## src/rtl/l8cm_pkg.sv

```systemverilog
// ----------------------------------------------------------------------------
// l8cm_pkg
// Types, constants and helper functions of the log8 counter merge unit.
// ----------------------------------------------------------------------------
`default_nettype none

package l8cm_pkg;

    localparam int CMD_W  = 2;
    localparam int CELL_W = 8;
    localparam int CNT_W  = 35;
    localparam int WORD_W = 32;
    localparam int LEN_W  = 6;
    localparam int EXP_W  = 6;
    localparam int SH_W   = 5;
    localparam int REM_W  = 31;
    localparam int RES_W  = EXP_W + 3;
    localparam int NUM_ST = 9;

    localparam logic [CELL_W-1:0] SMALL_MAX = 8'd16;
    localparam logic [CELL_W-1:0] CODE_MAX  = 8'hFF;

    localparam logic [WORD_W-1:0] MMH_C1 = 32'hcc9e2d51;
    localparam logic [WORD_W-1:0] MMH_C2 = 32'h1b873593;
    localparam logic [WORD_W-1:0] MMH_E  = 32'he6546b64;
    localparam logic [WORD_W-1:0] MMH_F1 = 32'h85ebca6b;
    localparam logic [WORD_W-1:0] MMH_F2 = 32'hc2b2ae35;
    localparam logic [WORD_W-1:0] MMH_LEN = 32'd8;

    typedef enum logic [CMD_W-1:0] {
        CMD_INC_TEST = 2'd0,
        CMD_DECODE   = 2'd1,
        CMD_MERGE    = 2'd2
    } cmd_t;

    typedef struct packed {
        logic [CMD_W-1:0] cmd;
        logic             inc;
        logic [CNT_W-1:0] sum;
        logic             small_sum;
        logic [EXP_W-1:0] expo;
        logic [2:0]       top;
        logic [REM_W-1:0] rem;
        logic [SH_W-1:0]  nbits;
    } stage_meta_t;

    function automatic logic [CNT_W-1:0] cell_expand(input logic [CELL_W-1:0] v);
        logic [CNT_W-1:0] r;
        if (v <= SMALL_MAX)
            r = CNT_W'(v);
        else
            r = CNT_W'({1'b1, v[2:0]}) << (v[7:3] - 5'd1);
        return r;
    endfunction

    function automatic logic inc_test(input logic [CELL_W-1:0] v,
                                      input logic [WORD_W-1:0] rnd);
        logic [WORD_W-1:0] m;
        m = ~({WORD_W{1'b1}} << (v[7:3] - 5'd1));
        return (v < SMALL_MAX) || ((rnd & m) == '0);
    endfunction

    function automatic logic [WORD_W-1:0] rotl(input logic [WORD_W-1:0] x,
                                               input int r);
        return (x << r) | (x >> (WORD_W - r));
    endfunction

    function automatic logic [WORD_W-1:0] mmh_round(input logic [WORD_W-1:0] acc,
                                                    input logic [WORD_W-1:0] k);
        logic [WORD_W-1:0] a;
        a = rotl(acc ^ k, 13);
        return (a << 2) + a + MMH_E;
    endfunction

endpackage

`default_nettype wire

```

## src/rtl/l8cm_if.sv

```systemverilog
// ----------------------------------------------------------------------------
// l8cm_if
// Valid/ready channels of the log8 counter merge unit: commands and results.
// ----------------------------------------------------------------------------
`default_nettype none

interface l8cm_in_if;
    logic                          valid;
    logic                          ready;
    logic [l8cm_pkg::CMD_W-1:0]    cmd;
    logic [l8cm_pkg::CELL_W-1:0]   value_a;
    logic [l8cm_pkg::CELL_W-1:0]   value_b;
    logic [l8cm_pkg::WORD_W-1:0]   random_word;
    logic [l8cm_pkg::WORD_W-1:0]   hash_seed;

    modport source (output valid, cmd, value_a, value_b, random_word, hash_seed,
                    input ready);
    modport sink (input valid, cmd, value_a, value_b, random_word, hash_seed,
                  output ready);
    modport monitor (input valid, ready, cmd, value_a, value_b, random_word,
                     hash_seed);
endinterface

interface l8cm_out_if;
    logic                          valid;
    logic                          ready;
    logic                          do_increment;
    logic [l8cm_pkg::CNT_W-1:0]    decoded_count;
    logic [l8cm_pkg::CELL_W-1:0]   merged_value;
    logic                          saturated;

    modport source (output valid, do_increment, decoded_count, merged_value, saturated,
                    input ready);
    modport sink (input valid, do_increment, decoded_count, merged_value, saturated,
                  output ready);
    modport monitor (input valid, ready, do_increment, decoded_count, merged_value,
                     saturated);
endinterface

`default_nettype wire

```

## src/rtl/log8_counter_merge_unit.sv

```systemverilog
// ----------------------------------------------------------------------------
// log8_counter_merge_unit
// Increment test, decode and merge of 8-bit logarithmic sketch counter cells.
// ----------------------------------------------------------------------------
// Usage:
//   cmd_ch carries one command item (cmd, value_a, value_b, random_word,
//   hash_seed); res_ch returns exactly one result item for each, in order.
//   cmd 0 tests an increment against random_word, cmd 1 decodes value_a,
//   cmd 2 decodes and adds both cells and re-encodes the sum with hashed
//   rounding (saturated marks a clamp at 255). Unused fields read 0.
//   Throughput: one item per cycle while cmd_ch.ready is high. The item
//   passes nine register stages before res_ch.valid rises. The depth is
//   set by the MurmurHash3 chain of the merge rounding, with at most one
//   32x32 multiply on any stage's path.
//   Every stage has its own valid bit and loads whenever it is empty or its
//   successor loads, so a stalled receiver holds the output item and the
//   pipeline keeps taking items until every stage is full. cmd_ch.ready is
//   low only when all stages hold items and res_ch.ready is low.
//   Reset empties the pipeline; no item is lost or repeated on a stall.
// ----------------------------------------------------------------------------
`default_nettype none

module log8_counter_merge_unit (
    input  wire logic       clk,
    input  wire logic       rst_n,
    l8cm_in_if.sink         cmd_ch,
    l8cm_out_if.source      res_ch
);

    localparam int NS = l8cm_pkg::NUM_ST;

    logic [NS-1:0] vld_reg;
    logic [NS-1:0] ld;

    // stage 0: cell expansion and increment test
    logic [l8cm_pkg::CMD_W-1:0]  s0_cmd_reg;
    logic                        s0_inc_reg;
    logic [l8cm_pkg::CNT_W-1:0]  s0_ea_reg;
    logic [l8cm_pkg::CNT_W-1:0]  s0_eb_reg;
    logic [l8cm_pkg::WORD_W-1:0] s0_seed_reg;
    // stage 1: sum
    logic [l8cm_pkg::CMD_W-1:0]  s1_cmd_reg;
    logic                        s1_inc_reg;
    logic [l8cm_pkg::CNT_W-1:0]  s1_sum_reg;
    logic [l8cm_pkg::WORD_W-1:0] s1_seed_reg;
    // stages 2..7
    l8cm_pkg::stage_meta_t       s2_meta_next;
    l8cm_pkg::stage_meta_t       s2_meta_reg, s3_meta_reg, s4_meta_reg;
    l8cm_pkg::stage_meta_t       s5_meta_reg, s6_meta_reg, s7_meta_reg;
    logic [l8cm_pkg::WORD_W-1:0] s2_k0_reg, s2_k1_reg, s2_seed_reg;
    logic [l8cm_pkg::WORD_W-1:0] s3_k0_reg, s3_k1_reg, s3_seed_reg;
    logic [l8cm_pkg::WORD_W-1:0] s4_acc_reg, s4_k1_reg;
    logic [l8cm_pkg::WORD_W-1:0] s5_h_reg, s6_h_reg, s7_h_reg;
    logic [l8cm_pkg::WORD_W-1:0] s5_h_next, s7_h_next;
    // stage 8: output
    logic                        s8_inc_reg;
    logic [l8cm_pkg::CNT_W-1:0]  s8_cnt_reg;
    logic [l8cm_pkg::CELL_W-1:0] s8_code_reg;
    logic                        s8_sat_reg;
    logic [l8cm_pkg::CELL_W-1:0] s8_code_next;
    logic                        s8_sat_next;

    logic [l8cm_pkg::LEN_W-1:0]  sum_len;
    logic [l8cm_pkg::WORD_W-1:0] h_fin;
    logic [l8cm_pkg::REM_W-1:0]  rnd_masked;
    logic [l8cm_pkg::RES_W-1:0]  res_code;
    logic                        is_dec, is_mrg;

    always_comb
    begin
        ld[NS-1] = !vld_reg[NS-1] || res_ch.ready;
        for (int i = NS - 2; i >= 0; i--)
            ld[i] = !vld_reg[i] || ld[i+1];
    end

    assign cmd_ch.ready = ld[0];

    always_ff @(posedge clk or negedge rst_n)
    begin
        if (!rst_n)
            vld_reg <= '0;
        else
        begin
            if (ld[0])
                vld_reg[0] <= cmd_ch.valid;
            for (int i = 1; i < NS; i++)
                if (ld[i])
                    vld_reg[i] <= vld_reg[i-1];
        end
    end

    assign is_dec = (cmd_ch.cmd == l8cm_pkg::CMD_DECODE);
    assign is_mrg = (cmd_ch.cmd == l8cm_pkg::CMD_MERGE);

    // bit length of the sum sets the exponent and the dropped bits
    always_comb
    begin
        sum_len = '0;
        for (int i = 0; i < l8cm_pkg::CNT_W; i++)
            if (s1_sum_reg[i])
                sum_len = l8cm_pkg::LEN_W'(i + 1);
        s2_meta_next.cmd       = s1_cmd_reg;
        s2_meta_next.inc       = s1_inc_reg;
        s2_meta_next.sum       = s1_sum_reg;
        s2_meta_next.small_sum = (s1_sum_reg <= l8cm_pkg::CNT_W'(l8cm_pkg::SMALL_MAX));
        s2_meta_next.nbits     = l8cm_pkg::SH_W'(sum_len - 6'd4);
        s2_meta_next.expo      = l8cm_pkg::EXP_W'(sum_len - 6'd3);
        s2_meta_next.top       = 3'(s1_sum_reg >> s2_meta_next.nbits);
        s2_meta_next.rem       = s1_sum_reg[l8cm_pkg::REM_W-1:0]
                               & ~({l8cm_pkg::REM_W{1'b1}} << s2_meta_next.nbits);
    end

    always_comb
    begin
        s5_h_next = l8cm_pkg::mmh_round(s4_acc_reg, s4_k1_reg) ^ l8cm_pkg::MMH_LEN;
        s5_h_next = s5_h_next ^ (s5_h_next >> 16);
        s7_h_next = s6_h_reg ^ (s6_h_reg >> 13);
    end

    always_comb
    begin
        h_fin        = s7_h_reg ^ (s7_h_reg >> 16);
        rnd_masked   = h_fin[l8cm_pkg::REM_W-1:0]
                     & ~({l8cm_pkg::REM_W{1'b1}} << s7_meta_reg.nbits);
        res_code     = {s7_meta_reg.expo, s7_meta_reg.top}
                     + l8cm_pkg::RES_W'(rnd_masked < s7_meta_reg.rem);
        s8_code_next = '0;
        s8_sat_next  = 1'b0;
        if (s7_meta_reg.cmd == l8cm_pkg::CMD_MERGE)
        begin
            if (s7_meta_reg.small_sum)
                s8_code_next = s7_meta_reg.sum[l8cm_pkg::CELL_W-1:0];
            else if (res_code[l8cm_pkg::RES_W-1])
            begin
                s8_code_next = l8cm_pkg::CODE_MAX;
                s8_sat_next  = 1'b1;
            end
            else
                s8_code_next = res_code[l8cm_pkg::CELL_W-1:0];
        end
    end

    always_ff @(posedge clk)
    begin
        if (ld[0])
        begin
            s0_cmd_reg  <= cmd_ch.cmd;
            s0_inc_reg  <= (cmd_ch.cmd == l8cm_pkg::CMD_INC_TEST)
                           && l8cm_pkg::inc_test(cmd_ch.value_a, cmd_ch.random_word);
            s0_ea_reg   <= (is_dec || is_mrg) ? l8cm_pkg::cell_expand(cmd_ch.value_a) : '0;
            s0_eb_reg   <= is_mrg ? l8cm_pkg::cell_expand(cmd_ch.value_b) : '0;
            s0_seed_reg <= cmd_ch.hash_seed;
        end
        if (ld[1])
        begin
            s1_cmd_reg  <= s0_cmd_reg;
            s1_inc_reg  <= s0_inc_reg;
            s1_sum_reg  <= s0_ea_reg + s0_eb_reg;
            s1_seed_reg <= s0_seed_reg;
        end
        if (ld[2])
        begin
            s2_meta_reg <= s2_meta_next;
            s2_k0_reg   <= s1_sum_reg[l8cm_pkg::WORD_W-1:0] * l8cm_pkg::MMH_C1;
            s2_k1_reg   <= l8cm_pkg::WORD_W'(s1_sum_reg[l8cm_pkg::CNT_W-1:l8cm_pkg::WORD_W])
                           * l8cm_pkg::MMH_C1;
            s2_seed_reg <= s1_seed_reg;
        end
        if (ld[3])
        begin
            s3_meta_reg <= s2_meta_reg;
            s3_k0_reg   <= l8cm_pkg::rotl(s2_k0_reg, 15) * l8cm_pkg::MMH_C2;
            s3_k1_reg   <= l8cm_pkg::rotl(s2_k1_reg, 15) * l8cm_pkg::MMH_C2;
            s3_seed_reg <= s2_seed_reg;
        end
        if (ld[4])
        begin
            s4_meta_reg <= s3_meta_reg;
            s4_acc_reg  <= l8cm_pkg::mmh_round(s3_seed_reg, s3_k0_reg);
            s4_k1_reg   <= s3_k1_reg;
        end
        if (ld[5])
        begin
            s5_meta_reg <= s4_meta_reg;
            s5_h_reg    <= s5_h_next;
        end
        if (ld[6])
        begin
            s6_meta_reg <= s5_meta_reg;
            s6_h_reg    <= s5_h_reg * l8cm_pkg::MMH_F1;
        end
        if (ld[7])
        begin
            s7_meta_reg <= s6_meta_reg;
            s7_h_reg    <= s7_h_next * l8cm_pkg::MMH_F2;
        end
        if (ld[8])
        begin
            s8_inc_reg  <= s7_meta_reg.inc;
            s8_cnt_reg  <= s7_meta_reg.sum;
            s8_code_reg <= s8_code_next;
            s8_sat_reg  <= s8_sat_next;
        end
    end

    assign res_ch.valid         = vld_reg[NS-1];
    assign res_ch.do_increment  = s8_inc_reg;
    assign res_ch.decoded_count = s8_cnt_reg;
    assign res_ch.merged_value  = s8_code_reg;
    assign res_ch.saturated     = s8_sat_reg;

endmodule

`default_nettype wire

```

## src/flat_wrapper.sv

```systemverilog
// flat-port wrapper written by rule: the top's interface ports become plain ports
module log8_counter_merge_unit_flat 
  (clk, rst_n, cmd_ch_valid, cmd_ch_cmd, cmd_ch_value_a, cmd_ch_value_b, cmd_ch_random_word, cmd_ch_hash_seed, cmd_ch_ready, res_ch_valid, res_ch_do_increment, res_ch_decoded_count, res_ch_merged_value, res_ch_saturated, res_ch_ready);
  l8cm_in_if cmd_ch_i ();
  l8cm_out_if res_ch_i ();
  input  wire logic clk;
  input  wire logic rst_n;
  input wire logic [$bits(cmd_ch_i.valid)-1:0] cmd_ch_valid;
  input wire logic [$bits(cmd_ch_i.cmd)-1:0] cmd_ch_cmd;
  input wire logic [$bits(cmd_ch_i.value_a)-1:0] cmd_ch_value_a;
  input wire logic [$bits(cmd_ch_i.value_b)-1:0] cmd_ch_value_b;
  input wire logic [$bits(cmd_ch_i.random_word)-1:0] cmd_ch_random_word;
  input wire logic [$bits(cmd_ch_i.hash_seed)-1:0] cmd_ch_hash_seed;
  output wire logic [$bits(cmd_ch_i.ready)-1:0] cmd_ch_ready;
  output wire logic [$bits(res_ch_i.valid)-1:0] res_ch_valid;
  output wire logic [$bits(res_ch_i.do_increment)-1:0] res_ch_do_increment;
  output wire logic [$bits(res_ch_i.decoded_count)-1:0] res_ch_decoded_count;
  output wire logic [$bits(res_ch_i.merged_value)-1:0] res_ch_merged_value;
  output wire logic [$bits(res_ch_i.saturated)-1:0] res_ch_saturated;
  input wire logic [$bits(res_ch_i.ready)-1:0] res_ch_ready;
  assign cmd_ch_i.valid = cmd_ch_valid;
  assign cmd_ch_i.cmd = cmd_ch_cmd;
  assign cmd_ch_i.value_a = cmd_ch_value_a;
  assign cmd_ch_i.value_b = cmd_ch_value_b;
  assign cmd_ch_i.random_word = cmd_ch_random_word;
  assign cmd_ch_i.hash_seed = cmd_ch_hash_seed;
  assign cmd_ch_ready = cmd_ch_i.ready;
  assign res_ch_valid = res_ch_i.valid;
  assign res_ch_do_increment = res_ch_i.do_increment;
  assign res_ch_decoded_count = res_ch_i.decoded_count;
  assign res_ch_merged_value = res_ch_i.merged_value;
  assign res_ch_saturated = res_ch_i.saturated;
  assign res_ch_i.ready = res_ch_ready;
  log8_counter_merge_unit u_core (.clk(clk), .rst_n(rst_n), .cmd_ch(cmd_ch_i), .res_ch(res_ch_i));
endmodule
```

## config.mk

```make
export PLATFORM = sky130hd
export DESIGN_NAME = log8_counter_merge_unit_flat
export DESIGN_NICKNAME = d
export VERILOG_FILES = /design/src/rtl/l8cm_pkg.sv /design/src/rtl/l8cm_if.sv /design/src/rtl/log8_counter_merge_unit.sv /design/src/flat_wrapper.sv
export SDC_FILE = /design/constraint.sdc
export NUM_CORES = 2
export LEC_CHECK = 0
export ABC_AREA = 1
export BUFFER_PORTS_ARGS = -buffer_cell sky130_fd_sc_hd__buf_2
export CAP_MARGIN = 40
export CORE_AREA = 4 4 420 422
export DETAILED_ROUTE_END_ITERATION = 7
export DIE_AREA = 0 0 424 426
export GPL_TIMING_DRIVEN = 1
export PLACE_DENSITY = 0.69
export SYNTH_ARGS = -nofsm -noshare
export SYNTH_HDL_FRONTEND = slang
export SYNTH_SLANG_ARGS = --single-unit
```

## constraint.sdc

```tcl
create_clock -name clk -period 25 [get_ports clk]
set_input_delay 1.25 -clock clk [delete_from_list [all_inputs] [get_ports clk]]
set_output_delay 1.25 -clock clk [all_outputs]
set_load 0.02 [all_outputs]
```

==> Flow_metrics.wiki <==
{| class="wikitable"
! Metric !! Value
|-
| Number of hold-slack violations in the final timing report || 0
|-
| Avg WL per Cell || 19.1 µm
|-
| Ratio of cells with drive above 1 in the final layout || 5.85%
|-
| Number of violations reported at the end of detailed-routing iteration 0 || 3082
|-
| Overall die width || 424 µm
|-
| Depth of the critical timing path with buffers and inverters included || 19
|-
| Largest net degree at the start of global routing || 84
|-
| Highest cell delay on the worst timing path || 0.65 ns
|-
| Total detailed-routing wirelength || 186000 µm
|-
| Final #Nets || 9496
|-
| Global-route congestion overflow total || 0
|-
| Element type at the critical path end || primary output
|-
| Number of optimization iterations in the first detailed-route pass || 6
|-
| Final-report max-slew violation count || 0
|-
| Worst-case register-to-register setup slack || 17.50 ns
|-
| Capturing point of the worst reg2reg path || u_core.s7_h_reg[30]$_DFFE_PP_
|-
| Cell types with the highest counts after synthesis || inv_1 (1879), ha_1 (1173), edfxtp_1 (1062)
|-
| Actual transition at the worst max-transition pin || 0.904 ns
|-
| Count of buffering cells on the critical path with inverters included || 10
|-
| Share of the synthesized area in the top cell type || 37.9%
|-
| Worst setup path endpoint || cmd_ch_ready
|-
| Number of antenna violations at the first check in global routing || 6
|-
| Gate count after technology mapping || 7073
|-
| Synthesized netlist net count || 9250
|-
| Placeable core area || 173000 µm²
|-
| CTS tree || built
|-
| Max-Slew Margin vs Limit || 39.1%
|-
| Netlist area before placement || 84100 µm²
|-
| Buffer count from post-CTS setup fixing || 0
|-
| Starting Density || 48.6%
|-
| Biggest area contributors in the synthesized netlist || edfxtp_1 (38%), fa_1 (22%), ha_1 (17%), inv_1 (8.4%), xor2_1 (2.7%)
|-
| Avg Vias per Cell || 4.99
|-
| Critical path arrival || 6.99 ns
|-
| Routed Antenna Nets || 0
|-
| PostCTS Resize Cnt || 0
|-
| Final std cells w/o fill || 9742
|-
| Required time of the critical path || 23.75 ns
|-
| Buffer type at the clock tree root || clkbuf_16
|-
| Cell variety after synth || 67
|-
| Final sum of negative setup slack || 0 ns
|-
| Floorplan row count || 153
|-
| Synth Flop Type || edfxtp_1
|-
| Post-route cell area || 91400 µm²
|-
| Most common cell in the netlist || inv_1
|-
| YS warnings || 0
|-
| Pre-CTS setup slack || 16.44 ns
|-
| Largest fanout on the critical path || 83
|-
| TritonCTS sink count || 1071
|-
| RSZ-0062 raised after global routing || false
|-
| CTS H-tree lvls || 3
|-
| Worst setup SP type || primary input
|-
| Critical path startpoint || res_ch_ready
|-
| Number of cell instances on the worst register-to-register path || 30
|-
| Number of clock buffers inserted by TritonCTS || 110
|-
| Sequence of cells on the critical path || buf_2 -> nor2_1 -> inv_2 -> buf_4 -> nor2_1 -> inv_4 -> nor2_1 -> inv_4 -> nor2_1 -> inv_4 -> nor2_1 -> inv_6 -> nor2_1 -> inv_8 -> nor2_1 -> inv_6 -> nor2_1 -> nand2_4 -> buf_2
|-
| Worst clock skew on the final layout || 0.0590 ns
|-
| Worst path top cell family by delay || buffers and inverters
|-
| Detailed-placement wirelength estimate || 152000 µm
|-
| Share of async-settable or async-resettable flops after synthesis || 0.840%
|-
| Register area share after synthesis || 38.2%
|-
| Total of buffers placed on input and output ports || 131
|-
| Final worst-path cycle share || 33.0%
|-
| Cell type of the slowest stage on the worst timing path || nand2_4
|-
| Setup CP Type || in -> out
|-
| Fmax || 121 MHz
|-
| Die height || 426 µm
|-
| Max capacitance violation total || 0
|-
| Vias in the first global route || 52100
|-
| Flop and latch count out of synthesis || 1071
|-
| Routed via count || 48600
|-
| Final worst path period need || 8.24 ns
|-
| Final GP Congestion || 0.941
|-
| CP dominant cell by count || nor2_1
|-
| Quantity of hold-fixing buffers added after cts || 0
|-
| Final worst setup slack || 16.76 ns
|-
| Placed cell count || 9532
|-
| Number of synthesized flops with an enable pin || 1062
|-
| Synth-to-layout area growth || 8.74%
|-
| Clock slew seen by the registers of the worst setup and hold paths || 0.06 ns
|-
| I/O pin count || 133
|-
| Post-synthesis cell type with the largest combined area || edfxtp_1
|-
| Synthesized area divided by synthesized cell count || 11.9 µm²
|-
| Number of buffers between clock root and the deepest sink || 3
|-
| Worst skew pair latency || 0.74 ns
|-
| First-pass GRT wire length || 295000 µm
|-
| Fill cell total of the finished layout || 14900
|-
| Worst min-delay path class || in -> async
|-
| Total Die Area || 181000 µm²
|-
| Result of the run || completed
|-
| Source of the worst register-to-register timing path || u_core.s6_h_reg[19]$_DFFE_PP_
|-
| Number of remaining DRC errors || 0
|-
| Final setup vio count || 0
|-
| Placed standard-cell area || 87800 µm²
|-
| Global Route Usage Sum || 21.2%
|}
through the flow:
stage / util [%] / hold WS (ns)
finish: 52.8 / 0.378
global route: 52.8 / 0.347
CTS: 52.8 / 0.309
detailed placement: 50.8 / 0.405
global placement: 50.7 / 0.400
floorplan: - / 0.400
cells by family (layout without fill, tap and decap cells):
group / count (synthesis) / in the layout / share of synthesized area [%]
xor+xnor: 517 / 517 / 5.40
other cells: 0 / 2 / 0
buf+inv: 1934 / 2276 / 8.66
compound gates: 523 / 523 / 3.75
flops: 1071 / 1071 / 38.2
fa+ha+maj: 2091 / 2091 / 39.3
simple gates: 937 / 937 / 4.67
final cells by class:
type,instances,area [µm²],share of cell area (%)
flip-flops and latches,1071,32100,35.1
multi-input cells,4068,44700,48.9
clock inverters,73,689,0.754
repair buffers,166,966,1.06
clock buffers,135,2890,3.16
diodes,2,5.00,0.00548
well taps,2325,2910,3.18
inverters,1902,7170,7.84
layout by cell type (no fill, tap or decap), types with 131 or more instances in the layout:
| master | n |
|---|---|
| nor2_1 | 213 |
| nand3_1 | 168 |
| inv_1 | 1871 |
| xor2_1 | 262 |
| a21oi_1 | 269 |
| fa_1 | 918 |
| ha_1 | 1173 |
| buf_2 | 131 |
| nand2_1 | 475 |
| edfxtp_1 | 1062 |
| xnor2_1 | 254 |
worst min path at each step:
stage	cells after the start	startpoint	to	slack, ns
after floorplan	0	u_core.s7_meta_reg[56]$_DFFE_PP_	u_core.res_ch.decoded_count[10]$_DFFE_PP_	0.40
after global placement	0	u_core.s3_k1_reg[13]$_DFFE_PP_	u_core.s4_k1_reg[13]$_DFFE_PP_	0.40
after detailed placement	0	u_core.s0_seed_reg[9]$_DFFE_PP_	u_core.s1_seed_reg[9]$_DFFE_PP_	0.40
after CTS	1	rst_n	u_core.vld_reg[2]$_DFFE_PN0P_	0.31
after global routing	1	rst_n	u_core.vld_reg[2]$_DFFE_PN0P_	0.35
final	1	rst_n	u_core.vld_reg[2]$_DFFE_PN0P_	0.38
metal layers:
layer / track usage [%] / wire, µm / vias up
met5: 0 / 0 / -
met4: 7.33 / 7190 / 0
met3: 2.55 / 7610 / 321
met2: 35.7 / 90400 / 1037
met1: 28.6 / 80700 / 24100
li1: - / - / 23100
Power is not shown: default switching activity piles up to over one toggle a cycle in this logic, so the estimate is an artifact.
